===== src/hw/rtl/dfs_pkg.sv =====
package dfs_pkg;

  // Frame geometry.
  localparam int PACKET_BYTES = 256;
  localparam int HEADER_BYTES = 2;
  localparam int STAMP_BYTES  = 12;

  localparam int PTR_W     = $clog2(PACKET_BYTES);
  localparam int OFF_W     = $clog2(PACKET_BYTES + 1);
  localparam int SUM_W     = OFF_W + 1;
  localparam int PAY_START = HEADER_BYTES + STAMP_BYTES;
  // First offset past the payload, where the end delimiter begins.
  localparam int PAY_END   = PACKET_BYTES - 2;

  // Delimiter bytes.
  localparam logic [7:0] START_0 = 8'hB2;
  localparam logic [7:0] START_1 = 8'h55;
  localparam logic [7:0] END_0   = 8'h75;
  localparam logic [7:0] END_1   = 8'h9F;

  // Time stamp and microseconds scaling.
  localparam int NS_PER_US = 1000;
  localparam int SEC_W     = 64;
  localparam int DIV_W     = 32;
  localparam int STAMP_W   = STAMP_BYTES * 8;
  localparam int MICROS_W  = 23;
  // Nanoseconds / 1000 as (ns * ceil(2^38 / 1000)) >> 38, exact for any 32-bit value.
  localparam int MUL_W        = 29;
  localparam int MICROS_SHIFT = 38;
  localparam int PROD_W       = DIV_W + MUL_W;
  localparam logic [MUL_W-1:0] MICROS_MUL = 29'd274877907;

  // Output word.
  localparam int WORD_W      = 64;
  localparam int BYTES_W     = 4;
  localparam int WORD_BYTES  = WORD_W / 8;
  localparam int OUT_RAW_W   = WORD_W + BYTES_W + SEC_W + MICROS_W;
  localparam int OUT_TDATA_W = ((OUT_RAW_W + 7) / 8) * 8;
  localparam int PAD_W       = OUT_TDATA_W - OUT_RAW_W;

  // Frame queue between the search and the unpacking sides.
  localparam int QUEUE_DEPTH = 2;
  localparam int QPTR_W      = $clog2(QUEUE_DEPTH);
  localparam int QCNT_W      = $clog2(QUEUE_DEPTH + 1);

  typedef logic [PTR_W-1:0] ring_ptr_t;
  typedef logic [OFF_W-1:0] ring_off_t;

  typedef enum logic {
    F_IDLE,
    F_CHECK
  } front_state_t;

  typedef enum logic {
    B_IDLE,
    B_READ
  } back_state_t;

  // Unpacking side status, seen by the search side to protect unread bytes.
  typedef struct packed {
    logic      busy;
    ring_off_t off;
  } back_stat_t;

  // Ring address of offset k past slot p.
  function automatic ring_ptr_t ring_add(ring_ptr_t p, ring_off_t k);
    logic [SUM_W-1:0] s;
    s = SUM_W'(p) + SUM_W'(k);
    if (s >= SUM_W'(PACKET_BYTES)) begin
      s = s - SUM_W'(PACKET_BYTES);
    end
    return s[PTR_W-1:0];
  endfunction

endpackage


===== src/hw/rtl/dfs_ram.sv =====
module dfs_ram #(
  parameter int WIDTH  = 8,
  parameter int DEPTH  = 256,
  parameter int ADDR_W = $clog2(DEPTH)
) (
  input  logic              clk,
  input  logic              we,
  input  logic [ADDR_W-1:0] waddr,
  input  logic [WIDTH-1:0]  wdata,
  input  logic [ADDR_W-1:0] raddr_a,
  output logic [WIDTH-1:0]  rdata_a,
  input  logic [ADDR_W-1:0] raddr_b,
  output logic [WIDTH-1:0]  rdata_b
);

  logic [WIDTH-1:0] mem [DEPTH];

  // One write port, two registered read ports.
  always_ff @(posedge clk) begin
    if (we) begin
      mem[waddr] <= wdata;
    end
    rdata_a <= mem[raddr_a];
    rdata_b <= mem[raddr_b];
  end

endmodule


===== src/hw/rtl/dfs_queue.sv =====
module dfs_queue (
  input  logic              clk,
  input  logic              rst_n,
  input  logic              push,
  input  dfs_pkg::ring_ptr_t push_data,
  input  logic              pop,
  output logic              empty,
  output dfs_pkg::ring_ptr_t pop_data
);
  import dfs_pkg::*;

  ring_ptr_t         slot_r [QUEUE_DEPTH];
  logic [QPTR_W-1:0] wr_r;
  logic [QPTR_W-1:0] rd_r;
  logic [QCNT_W-1:0] cnt_r;

  assign empty    = (cnt_r == '0);
  assign pop_data = slot_r[rd_r];

  // Pointers and fill level.
  always_ff @(posedge clk) begin
    if (!rst_n) begin
      wr_r  <= '0;
      rd_r  <= '0;
      cnt_r <= '0;
    end else begin
      if (push) begin
        wr_r <= (wr_r == QPTR_W'(QUEUE_DEPTH - 1)) ? '0 : wr_r + 1'b1;
      end
      if (pop) begin
        rd_r <= (rd_r == QPTR_W'(QUEUE_DEPTH - 1)) ? '0 : rd_r + 1'b1;
      end
      if (push && !pop) begin
        cnt_r <= cnt_r + 1'b1;
      end else if (pop && !push) begin
        cnt_r <= cnt_r - 1'b1;
      end
    end
  end

  // Frame base addresses.
  always_ff @(posedge clk) begin
    if (push) begin
      slot_r[wr_r] <= push_data;
    end
  end

  a_no_overflow: assert property (@(posedge clk) disable iff (!rst_n)
    push |-> (cnt_r != QCNT_W'(QUEUE_DEPTH)) || pop)
    else $error("frame queue written while full");

  a_no_underflow: assert property (@(posedge clk) disable iff (!rst_n)
    pop |-> !empty)
    else $error("frame queue read while empty");

endmodule


===== src/hw/rtl/dfs_front.sv =====
module dfs_front (
  input  logic                clk,
  input  logic                rst_n,
  input  logic                in_tvalid,
  output logic                in_tready,
  input  logic [7:0]          in_tdata,
  input  dfs_pkg::back_stat_t back_stat,
  output logic                ram_we,
  output dfs_pkg::ring_ptr_t  ram_waddr,
  output logic [7:0]          ram_wdata,
  output dfs_pkg::ring_ptr_t  ram_raddr,
  input  logic [7:0]          ram_rdata,
  output logic                q_push,
  output dfs_pkg::ring_ptr_t  q_base
);
  import dfs_pkg::*;

  front_state_t state_r;
  front_state_t state_nxt;
  ring_ptr_t    wp_r;
  ring_off_t    fill_r;
  logic [7:0]   byte_r;
  logic [7:0]   prev_byte_r;
  logic [7:0]   old0_r;
  logic         accept;
  logic         match;

  // Next state.
  always_comb begin
    state_nxt = state_r;
    unique case (state_r)
      F_IDLE: begin
        if (accept) begin
          state_nxt = F_CHECK;
        end
      end
      F_CHECK: begin
        state_nxt = F_IDLE;
      end
      default: state_nxt = F_IDLE;
    endcase
  end

  // Outputs. A byte is refused while it would overwrite a byte of the
  // pending frame that the unpacking side has not read yet.
  always_comb begin
    in_tready = (state_r == F_IDLE) && !(back_stat.busy && (fill_r >= back_stat.off));
    accept    = in_tvalid && in_tready;
    ram_we    = accept;
    ram_waddr = wp_r;
    ram_wdata = in_tdata;
    // After this write the second oldest byte sits two slots ahead.
    ram_raddr = ring_add(wp_r, OFF_W'(2));
    match     = (fill_r == OFF_W'(PACKET_BYTES)) && (old0_r == START_0) &&
                (ram_rdata == START_1) && (prev_byte_r == END_0) && (byte_r == END_1);
    q_push    = (state_r == F_CHECK) && match;
    q_base    = wp_r;
  end

  // Control state.
  always_ff @(posedge clk) begin
    if (!rst_n) begin
      state_r <= F_IDLE;
      wp_r    <= '0;
      fill_r  <= '0;
    end else begin
      state_r <= state_nxt;
      if (accept) begin
        wp_r <= ring_add(wp_r, OFF_W'(1));
        if (fill_r != OFF_W'(PACKET_BYTES)) begin
          fill_r <= fill_r + 1'b1;
        end
      end
      if (q_push) begin
        fill_r <= '0;
      end
    end
  end

  // Newest two bytes, and the oldest byte carried from the previous read.
  always_ff @(posedge clk) begin
    if (accept) begin
      byte_r      <= in_tdata;
      prev_byte_r <= byte_r;
    end
    if (state_r == F_CHECK) begin
      old0_r <= ram_rdata;
    end
  end

  a_check_blocks_input: assert property (@(posedge clk) disable iff (!rst_n)
    (state_r == F_CHECK) |-> !in_tready)
    else $error("byte accepted during delimiter check");

endmodule


===== src/hw/rtl/dfs_back.sv =====
module dfs_back (
  input  logic                              clk,
  input  logic                              rst_n,
  input  logic                              q_empty,
  input  dfs_pkg::ring_ptr_t                q_base,
  output logic                              q_pop,
  output dfs_pkg::ring_ptr_t                ram_raddr,
  input  logic [7:0]                        ram_rdata,
  output dfs_pkg::back_stat_t               back_stat,
  output logic                              out_tvalid,
  input  logic                              out_tready,
  output logic [dfs_pkg::OUT_TDATA_W-1:0]   out_tdata,
  output logic                              out_tuser,
  output logic                              out_tlast
);
  import dfs_pkg::*;

  back_state_t         state_r;
  back_state_t         state_nxt;
  ring_ptr_t           base_r;
  ring_off_t           off_r;
  logic                pend_r;
  ring_off_t           pend_off_r;
  logic [STAMP_W-1:0]  stamp_r;
  logic [WORD_W-1:0]   wbuf_r;
  logic [BYTES_W-1:0]  wcnt_r;
  logic                wfull_r;
  logic                wlast_r;
  logic                first_pend_r;
  logic                div_go_r;
  logic                div_done_r;
  logic [MICROS_W-1:0] quo_r;
  logic                out_vld_r;
  logic [WORD_W-1:0]   out_word_r;
  logic [BYTES_W-1:0]  out_bytes_r;
  logic [SEC_W-1:0]    out_sec_r;
  logic [MICROS_W-1:0] out_mic_r;
  logic                out_first_r;
  logic                out_last_r;

  logic                pend_pay;
  ring_off_t           pay_idx;
  logic                pend_end;
  logic                issue;
  logic                load;
  logic [PROD_W-1:0]   mic_prod;

  // Next state.
  always_comb begin
    state_nxt = state_r;
    unique case (state_r)
      B_IDLE: begin
        if (!q_empty) begin
          state_nxt = B_READ;
        end
      end
      B_READ: begin
        if (load && wlast_r) begin
          state_nxt = B_IDLE;
        end
      end
      default: state_nxt = B_IDLE;
    endcase
  end

  // Outputs and datapath control.
  always_comb begin
    pend_pay  = pend_off_r >= OFF_W'(PAY_START);
    pay_idx   = pend_off_r - OFF_W'(PAY_START);
    pend_end  = pend_r && pend_pay &&
                ((pay_idx[2:0] == 3'd7) || (pend_off_r == OFF_W'(PAY_END - 1)));
    // Reads stop while a finished word waits for the output register.
    issue     = (state_r == B_READ) && !wfull_r && !pend_end &&
                (off_r < OFF_W'(PAY_END));
    load      = wfull_r && (!out_vld_r || out_tready) && (!first_pend_r || div_done_r);
    q_pop     = (state_r == B_IDLE) && !q_empty;
    ram_raddr = ring_add(base_r, off_r);
    back_stat.busy = (state_r == B_READ) || !q_empty;
    back_stat.off  = (state_r == B_READ) ? off_r : '0;
    mic_prod  = PROD_W'(stamp_r[SEC_W +: DIV_W]) * PROD_W'(MICROS_MUL);
  end

  assign out_tvalid = out_vld_r;
  assign out_tdata  = {PAD_W'(0), out_mic_r, out_sec_r, out_bytes_r, out_word_r};
  assign out_tuser  = out_first_r;
  assign out_tlast  = out_last_r;

  // Control state.
  always_ff @(posedge clk) begin
    if (!rst_n) begin
      state_r    <= B_IDLE;
      pend_r     <= 1'b0;
      wfull_r    <= 1'b0;
      div_go_r   <= 1'b0;
      div_done_r <= 1'b0;
      out_vld_r  <= 1'b0;
    end else begin
      state_r  <= state_nxt;
      pend_r   <= issue;
      div_go_r <= pend_r && (pend_off_r == OFF_W'(PAY_START - 1));
      if (pend_end) begin
        wfull_r <= 1'b1;
      end else if (load) begin
        wfull_r <= 1'b0;
      end
      // Microseconds are ready in the cycle after the stamp is complete.
      if (q_pop) begin
        div_done_r <= 1'b0;
      end else if (div_go_r) begin
        div_done_r <= 1'b1;
      end
      if (load) begin
        out_vld_r <= 1'b1;
      end else if (out_tready) begin
        out_vld_r <= 1'b0;
      end
    end
  end

  // Frame unpacking datapath.
  always_ff @(posedge clk) begin
    pend_off_r <= off_r;
    if (q_pop) begin
      base_r       <= q_base;
      off_r        <= OFF_W'(HEADER_BYTES);
      wbuf_r       <= '0;
      wcnt_r       <= '0;
      first_pend_r <= 1'b1;
    end else begin
      if (issue) begin
        off_r <= off_r + 1'b1;
      end
      // Captured byte goes to the time stamp or to the current word.
      if (pend_r && !pend_pay) begin
        stamp_r <= {ram_rdata, stamp_r[STAMP_W-1:8]};
      end else if (pend_r) begin
        wbuf_r[{wcnt_r[2:0], 3'b000} +: 8] <= ram_rdata;
        wcnt_r <= wcnt_r + 1'b1;
        if (pend_end) begin
          wlast_r <= (pend_off_r == OFF_W'(PAY_END - 1));
        end
      end
      if (load) begin
        wbuf_r       <= '0;
        wcnt_r       <= '0;
        first_pend_r <= 1'b0;
      end
    end
    // Microseconds from the nanoseconds field by reciprocal multiplication.
    if (div_go_r) begin
      quo_r <= mic_prod[PROD_W-1:MICROS_SHIFT];
    end
    // Output register.
    if (load) begin
      out_word_r  <= wbuf_r;
      out_bytes_r <= wcnt_r;
      out_sec_r   <= first_pend_r ? stamp_r[SEC_W-1:0] : '0;
      out_mic_r   <= first_pend_r ? quo_r : '0;
      out_first_r <= first_pend_r;
      out_last_r  <= wlast_r;
    end
  end

  a_word_size: assert property (@(posedge clk) disable iff (!rst_n)
    out_vld_r |-> (out_bytes_r != '0) && (out_bytes_r <= BYTES_W'(WORD_BYTES)))
    else $error("payload word with bad byte count");

  a_no_capture_on_full: assert property (@(posedge clk) disable iff (!rst_n)
    pend_r |-> !wfull_r)
    else $error("byte captured while word buffer full");

  a_idle_clean: assert property (@(posedge clk) disable iff (!rst_n)
    (state_r == B_IDLE) |-> !pend_r && !wfull_r && !issue)
    else $error("unpacking activity outside a frame");

endmodule


===== src/hw/rtl/delimited_frame_sync_top.sv =====
// Each accepted byte is followed by a delimiter check against the ring, during which no byte
// is taken. Input also stalls while a found frame waits in the queue, and whenever a new byte
// would overwrite an unread byte of a pending frame. The first payload word of a frame is
// presented once the stamp and its first eight payload bytes are read; later words as theirs are.
// Reset: synchronous, active low; clears pointers, fill count and all valid flags.
// The 256-byte window memory is not cleared; it is only tested once fully rewritten.
module delimited_frame_sync_top (
  input  logic                            clk,
  input  logic                            rst_n,
  input  logic                            in_tvalid,
  output logic                            in_tready,
  // [7:0] stream_byte
  input  logic [7:0]                      in_tdata,
  output logic                            out_tvalid,
  input  logic                            out_tready,
  // [63:0] payload_word, [67:64] word_bytes, [131:68] stamp_seconds,
  // [154:132] stamp_micros, [159:155] zero
  output logic [dfs_pkg::OUT_TDATA_W-1:0] out_tdata,
  // [0] first_word
  output logic                            out_tuser,
  // last_word
  output logic                            out_tlast
);
  import dfs_pkg::*;

  logic       ram_we;
  ring_ptr_t  ram_waddr;
  logic [7:0] ram_wdata;
  ring_ptr_t  ram_raddr_a;
  logic [7:0] ram_rdata_a;
  ring_ptr_t  ram_raddr_b;
  logic [7:0] ram_rdata_b;
  logic       q_push;
  ring_ptr_t  q_push_base;
  logic       q_pop;
  logic       q_empty;
  ring_ptr_t  q_pop_base;
  back_stat_t back_stat;

  // Byte window shared by the search and unpacking sides.
  dfs_ram #(
    .WIDTH (8),
    .DEPTH (PACKET_BYTES)
  ) u_ram (
    .clk     (clk),
    .we      (ram_we),
    .waddr   (ram_waddr),
    .wdata   (ram_wdata),
    .raddr_a (ram_raddr_a),
    .rdata_a (ram_rdata_a),
    .raddr_b (ram_raddr_b),
    .rdata_b (ram_rdata_b)
  );

  // Delimiter search.
  dfs_front u_front (
    .clk       (clk),
    .rst_n     (rst_n),
    .in_tvalid (in_tvalid),
    .in_tready (in_tready),
    .in_tdata  (in_tdata),
    .back_stat (back_stat),
    .ram_we    (ram_we),
    .ram_waddr (ram_waddr),
    .ram_wdata (ram_wdata),
    .ram_raddr (ram_raddr_a),
    .ram_rdata (ram_rdata_a),
    .q_push    (q_push),
    .q_base    (q_push_base)
  );

  // Found frames waiting to be unpacked.
  dfs_queue u_queue (
    .clk       (clk),
    .rst_n     (rst_n),
    .push      (q_push),
    .push_data (q_push_base),
    .pop       (q_pop),
    .empty     (q_empty),
    .pop_data  (q_pop_base)
  );

  // Stamp extraction and payload word packing.
  dfs_back u_back (
    .clk        (clk),
    .rst_n      (rst_n),
    .q_empty    (q_empty),
    .q_base     (q_pop_base),
    .q_pop      (q_pop),
    .ram_raddr  (ram_raddr_b),
    .ram_rdata  (ram_rdata_b),
    .back_stat  (back_stat),
    .out_tvalid (out_tvalid),
    .out_tready (out_tready),
    .out_tdata  (out_tdata),
    .out_tuser  (out_tuser),
    .out_tlast  (out_tlast)
  );

endmodule


===== config.mk =====
export PLATFORM = sky130hd
export DESIGN_NAME = delimited_frame_sync_top
export DESIGN_NICKNAME = d
export VERILOG_FILES = /design/src/hw/rtl/dfs_pkg.sv /design/src/hw/rtl/dfs_ram.sv /design/src/hw/rtl/dfs_queue.sv /design/src/hw/rtl/dfs_front.sv /design/src/hw/rtl/dfs_back.sv /design/src/hw/rtl/delimited_frame_sync_top.sv
export SDC_FILE = /design/constraint.sdc
export NUM_CORES = 2
export LEC_CHECK = 0
export BUFFER_PORTS_ARGS = -buffer_cell sky130_fd_sc_hd__buf_2
export CORE_AREA = 3 3 510 512
export DETAILED_ROUTE_END_ITERATION = 8
export DIE_AREA = 0 0 513 515
export HOLD_SLACK_MARGIN = 0.02
export PLACE_DENSITY = 0.74
export SYNTH_ARGS = -nofsm -noshare
export SYNTH_HDL_FRONTEND = slang
export SYNTH_SLANG_ARGS = --single-unit

===== constraint.sdc =====
create_clock -name clk -period 8.1 [get_ports clk]
set_input_delay 0 -clock clk [delete_from_list [all_inputs] [get_ports clk]]
set_output_delay 0 -clock clk [all_outputs]
set_load 0.005 [all_outputs]

==> results.py <==
metrics = {
    "cells_and_area": {
        "fin_nets": 7684,
        "drive_above_1_share": 0.276,
        "seqCellArea_sq_um": 73900,
        "multiInputGateArea_sq_um": 47900,
        "nFillCells": 19200,
        "area_delta_synth_final_pct": 10.3,
    },
    "drt": {
        "wire_per_inst_microns": 32.6,
        "via_per_inst": 6.71,
        "drt_iter0_drc": 10600,
        "antenna_left": 0,
        "wirelength_mm": 344,
        "post-route-drc-count": 0,
        "via_count": 70900,
        "dr.pass1.iters": 6,
    },
    "clock_network": {
        "cts_tree": "built",
        "clock_path_buffers": 3,
        "numCtsBuffers": 236,
        "clockRootBuffer": "clkbuf_16",
        "cts.sinks": 2504,
        "cts_post_setup_buffers_inserted": 0,
        "path_clk_slew_ns": 0.06,
        "clk_latency_ns": 0.90,
        "ctsHoldBuffers": 13,
        "htree_levels": 4,
        "cts_resized": 0,
    },
    "grt": {
        "grt-busiest-layer": "met2",
        "gr-usage-met1": 0.353,
        "grt-ovfl-total": 0,
        "antenna_found_initial": 15,
        "grt_max_degree": 171,
        "use_met2": 0.401,
        "grt_use_met3": 0.0784,
        "first_global_vias": 71200,
        "grt_pass1_wl_mm": 504,
        "gr-usage-all-layers": 0.261,
    },
    "sta": {
        "fmax_ghz": 0.132,
        "rsz0062_at_grt": "no",
        "setup_tns_ns": 0,
        "slew_viol_final": 0,
        "fin_crit_sh": 0.936,
        "fin_crit_ns": 7.58,
        "setup_violations": 0,
        "skew_ns": 0.0729,
        "hold_viol_final": 0,
        "worst_slack_ns": 0.515,
        "slew_headroom": 0.122,
        "worst_pin_slew_ns": 1.32,
    },
    "yosys": {
        "syn_inst": 6804,
        "synth_area_per_cell_sq_um": 18.4,
        "ys_types": 66,
        "synth_top_area_share": 0.568,
        "yosysSeqAreaShare": 0.589,
        "ys_warn_count": 0,
        "synth_edf_count": 2373,
        "yosysTopAreaCell": "edfxtp_1",
        "synth_area_leaders": "edfxtp_1 57%, mux4_2 23%, fa_1 4.8%",
        "syn-cell-area_sq_um": 125000,
        "synthArstFlopShare": 0,
        "ys_ff_latch": 2504,
        "synth-main-ff-cell": "edfxtp_1",
    },
    "status": {
        "outcome": "complete, no violations",
    },
    "worst_setup_path": {
        "crit_top_cell": "fa_1",
        "crit_required_ns": 8.70,
        "crit_slowest_cell": "edfxtp_1",
        "critPathArrivalTime_ns": 8.19,
        "reg2regPathDepth": 25,
        "crit_type": "flip-flop to flip-flop",
        "critPathCaptureType": "flip-flop",
        "r2r_slack_ns": 0.52,
        "critPathLaunchType": "flip-flop",
        "cp_max_fo": 11,
        "critPathMaxStageDelay_ns": 0.62,
    },
    "floorplanning": {
        "die_x_microns": 513,
        "rows": 186,
        "dieArea_sq_um": 264000,
        "fp.dieH_microns": 515,
        "core_area_sq_um": 256000,
        "ios": 176,
        "initial_utilization": 0.489,
    },
    "place": {
        "dpl_worst_slack_ns": 0.491,
        "dp.final_hpwl_mm": 221,
        "port_buffers": 170,
        "gp_congestion": 0.922,
    },
    "hold_path": {
        "min_path_type": "input port to flip-flop",
        "whs_path_depth": 4,
    },
    "flow_run": {
        "cap_violations": 0,
    },
}
[area by class of cell]
| cell class | instances | area share |
|---|---|---|
| antenna | 11 | 0.000199 |
| clock buffer | 291 | 0.0449 |
| clock inverter | 154 | 0.0130 |
| inverter | 550 | 0.0150 |
| multi-input combinational | 3361 | 0.346 |
| sequential | 2504 | 0.534 |
| tap | 3384 | 0.0306 |
| timing repair buffer | 303 | 0.0159 |
[logic make-up (layout without fill, tap and decap cells)]
logic type	after synthesis	in the layout	synth area share
other cells	1	16	0.0000299
compound gates	232	232	0.0120
mux	1420	1420	0.241
xor+xnor	52	52	0.00363
flops	2504	2504	0.589
fa+ha+maj	716	716	0.0893
simple gates	936	936	0.0340
buf+inv	943	1298	0.0306
[stage by stage]
stage	instance area (sq um)	hold slack, ns	utilization	cells
floorplan	125000	0.0989	-	6808
global placement	130000	0.376	0.508	10100
detailed placement	130000	0.373	0.508	10100
CTS	138000	0.0361	0.540	10500
global route	138000	0.0900	0.540	10500
finish	138000	0.110	0.540	10600
[worst paths after layout]
| path | startpoint | end |
|---|---|---|
| worst max-delay path | u_back.stamp_r[87]$_DFFE_PP_ | u_back.quo_r[20]$_DFFE_PP_ |
| worst min-delay path | rst_n | u_back.state_r$_SDFF_PN0_ |
| worst max register to register | u_back.stamp_r[87]$_DFFE_PP_ | u_back.quo_r[20]$_DFFE_PP_ |
| worst min register to register | u_back.stamp_r[31]$_DFFE_PP_ | u_back.stamp_r[23]$_DFFE_PP_ |
[cells in the mapped netlist, types with 4 or more instances]
library cell,n
edfxtp_1,2373
mux4_2,1280
inv_1,549
ha_1,417
nor2_1,389
fa_1,299
nand2_1,225
clkbuf_1,215
dfxtp_1,131
mux2i_1,129
buf_2,110
and2_1,96
nand3_1,87
a21oi_1,54
a21o_1,34
o22ai_1,33
xnor2_1,33
buf_1,32
nand4_1,31
o21ai_0,30
buf_4,29
o211ai_1,19
xor2_1,19
nor3_1,16
a31oi_1,15
nand2b_1,12
nor2b_1,12
or3_1,12
or4_1,12
and3_1,11
mux2_2,11
nor4_1,8
buf_6,7
a211oi_1,6
nand3b_1,6
a211o_1,4
nand4b_1,4
o21bai_1,4
[worst max-delay path: cells and delay by family, from the launching register on]
family / cells / cell delay, ns
compound gates: 4 / 0.93
xor+xnor: 1 / 0.14
fa+ha+maj: 9 / 4.11
buf+inv: 7 / 0.50
flops: 1 / 0.62
simple gates: 4 / 1.04
[placed cells by master (no fill, tap or decap), types with 13 or more instances in the layout]
cell type / n
a21o_1: 34
a21oi_1: 54
a31oi_1: 15
and2_1: 96
buf_12: 20
buf_2: 162
buf_4: 100
bufinv_16: 31
clkbuf_1: 47
clkbuf_16: 238
clkbuf_8: 14
clkinv_1: 47
clkinv_2: 47
dfxtp_1: 128
dlygate4sd3_1: 13
edfxtp_1: 2373
fa_1: 298
ha_1: 415
inv_1: 548
mux2i_1: 129
mux4_2: 1280
nand2_1: 224
nand3_1: 71
nand3_2: 16
nand4_1: 31
nor2_1: 389
nor3_1: 16
o211ai_1: 19
o21ai_0: 30
o22ai_1: 33
xnor2_1: 26
xor2_1: 16
[sequential cells by signal (all words and copies together), names as in the netlist, 16 cells and up]
signal	count
u_back.out_sec_r	64
u_back.out_mic_r	23
u_back.quo_r	23
u_queue.slot_r	16
u_ram.mem	2048
u_back.out_word_r	64
u_back.stamp_r	96
u_back.wbuf_r	64
[layer usage]
metal	share of wire	wire [microns]
met1	0.36	125000
met2	0.47	160000
met3	0.13	44100
met4	0.044	15000
met5	0.00010	36
Power is not shown: default switching activity piles up to over one toggle a cycle in this logic, so the estimate is an artifact.
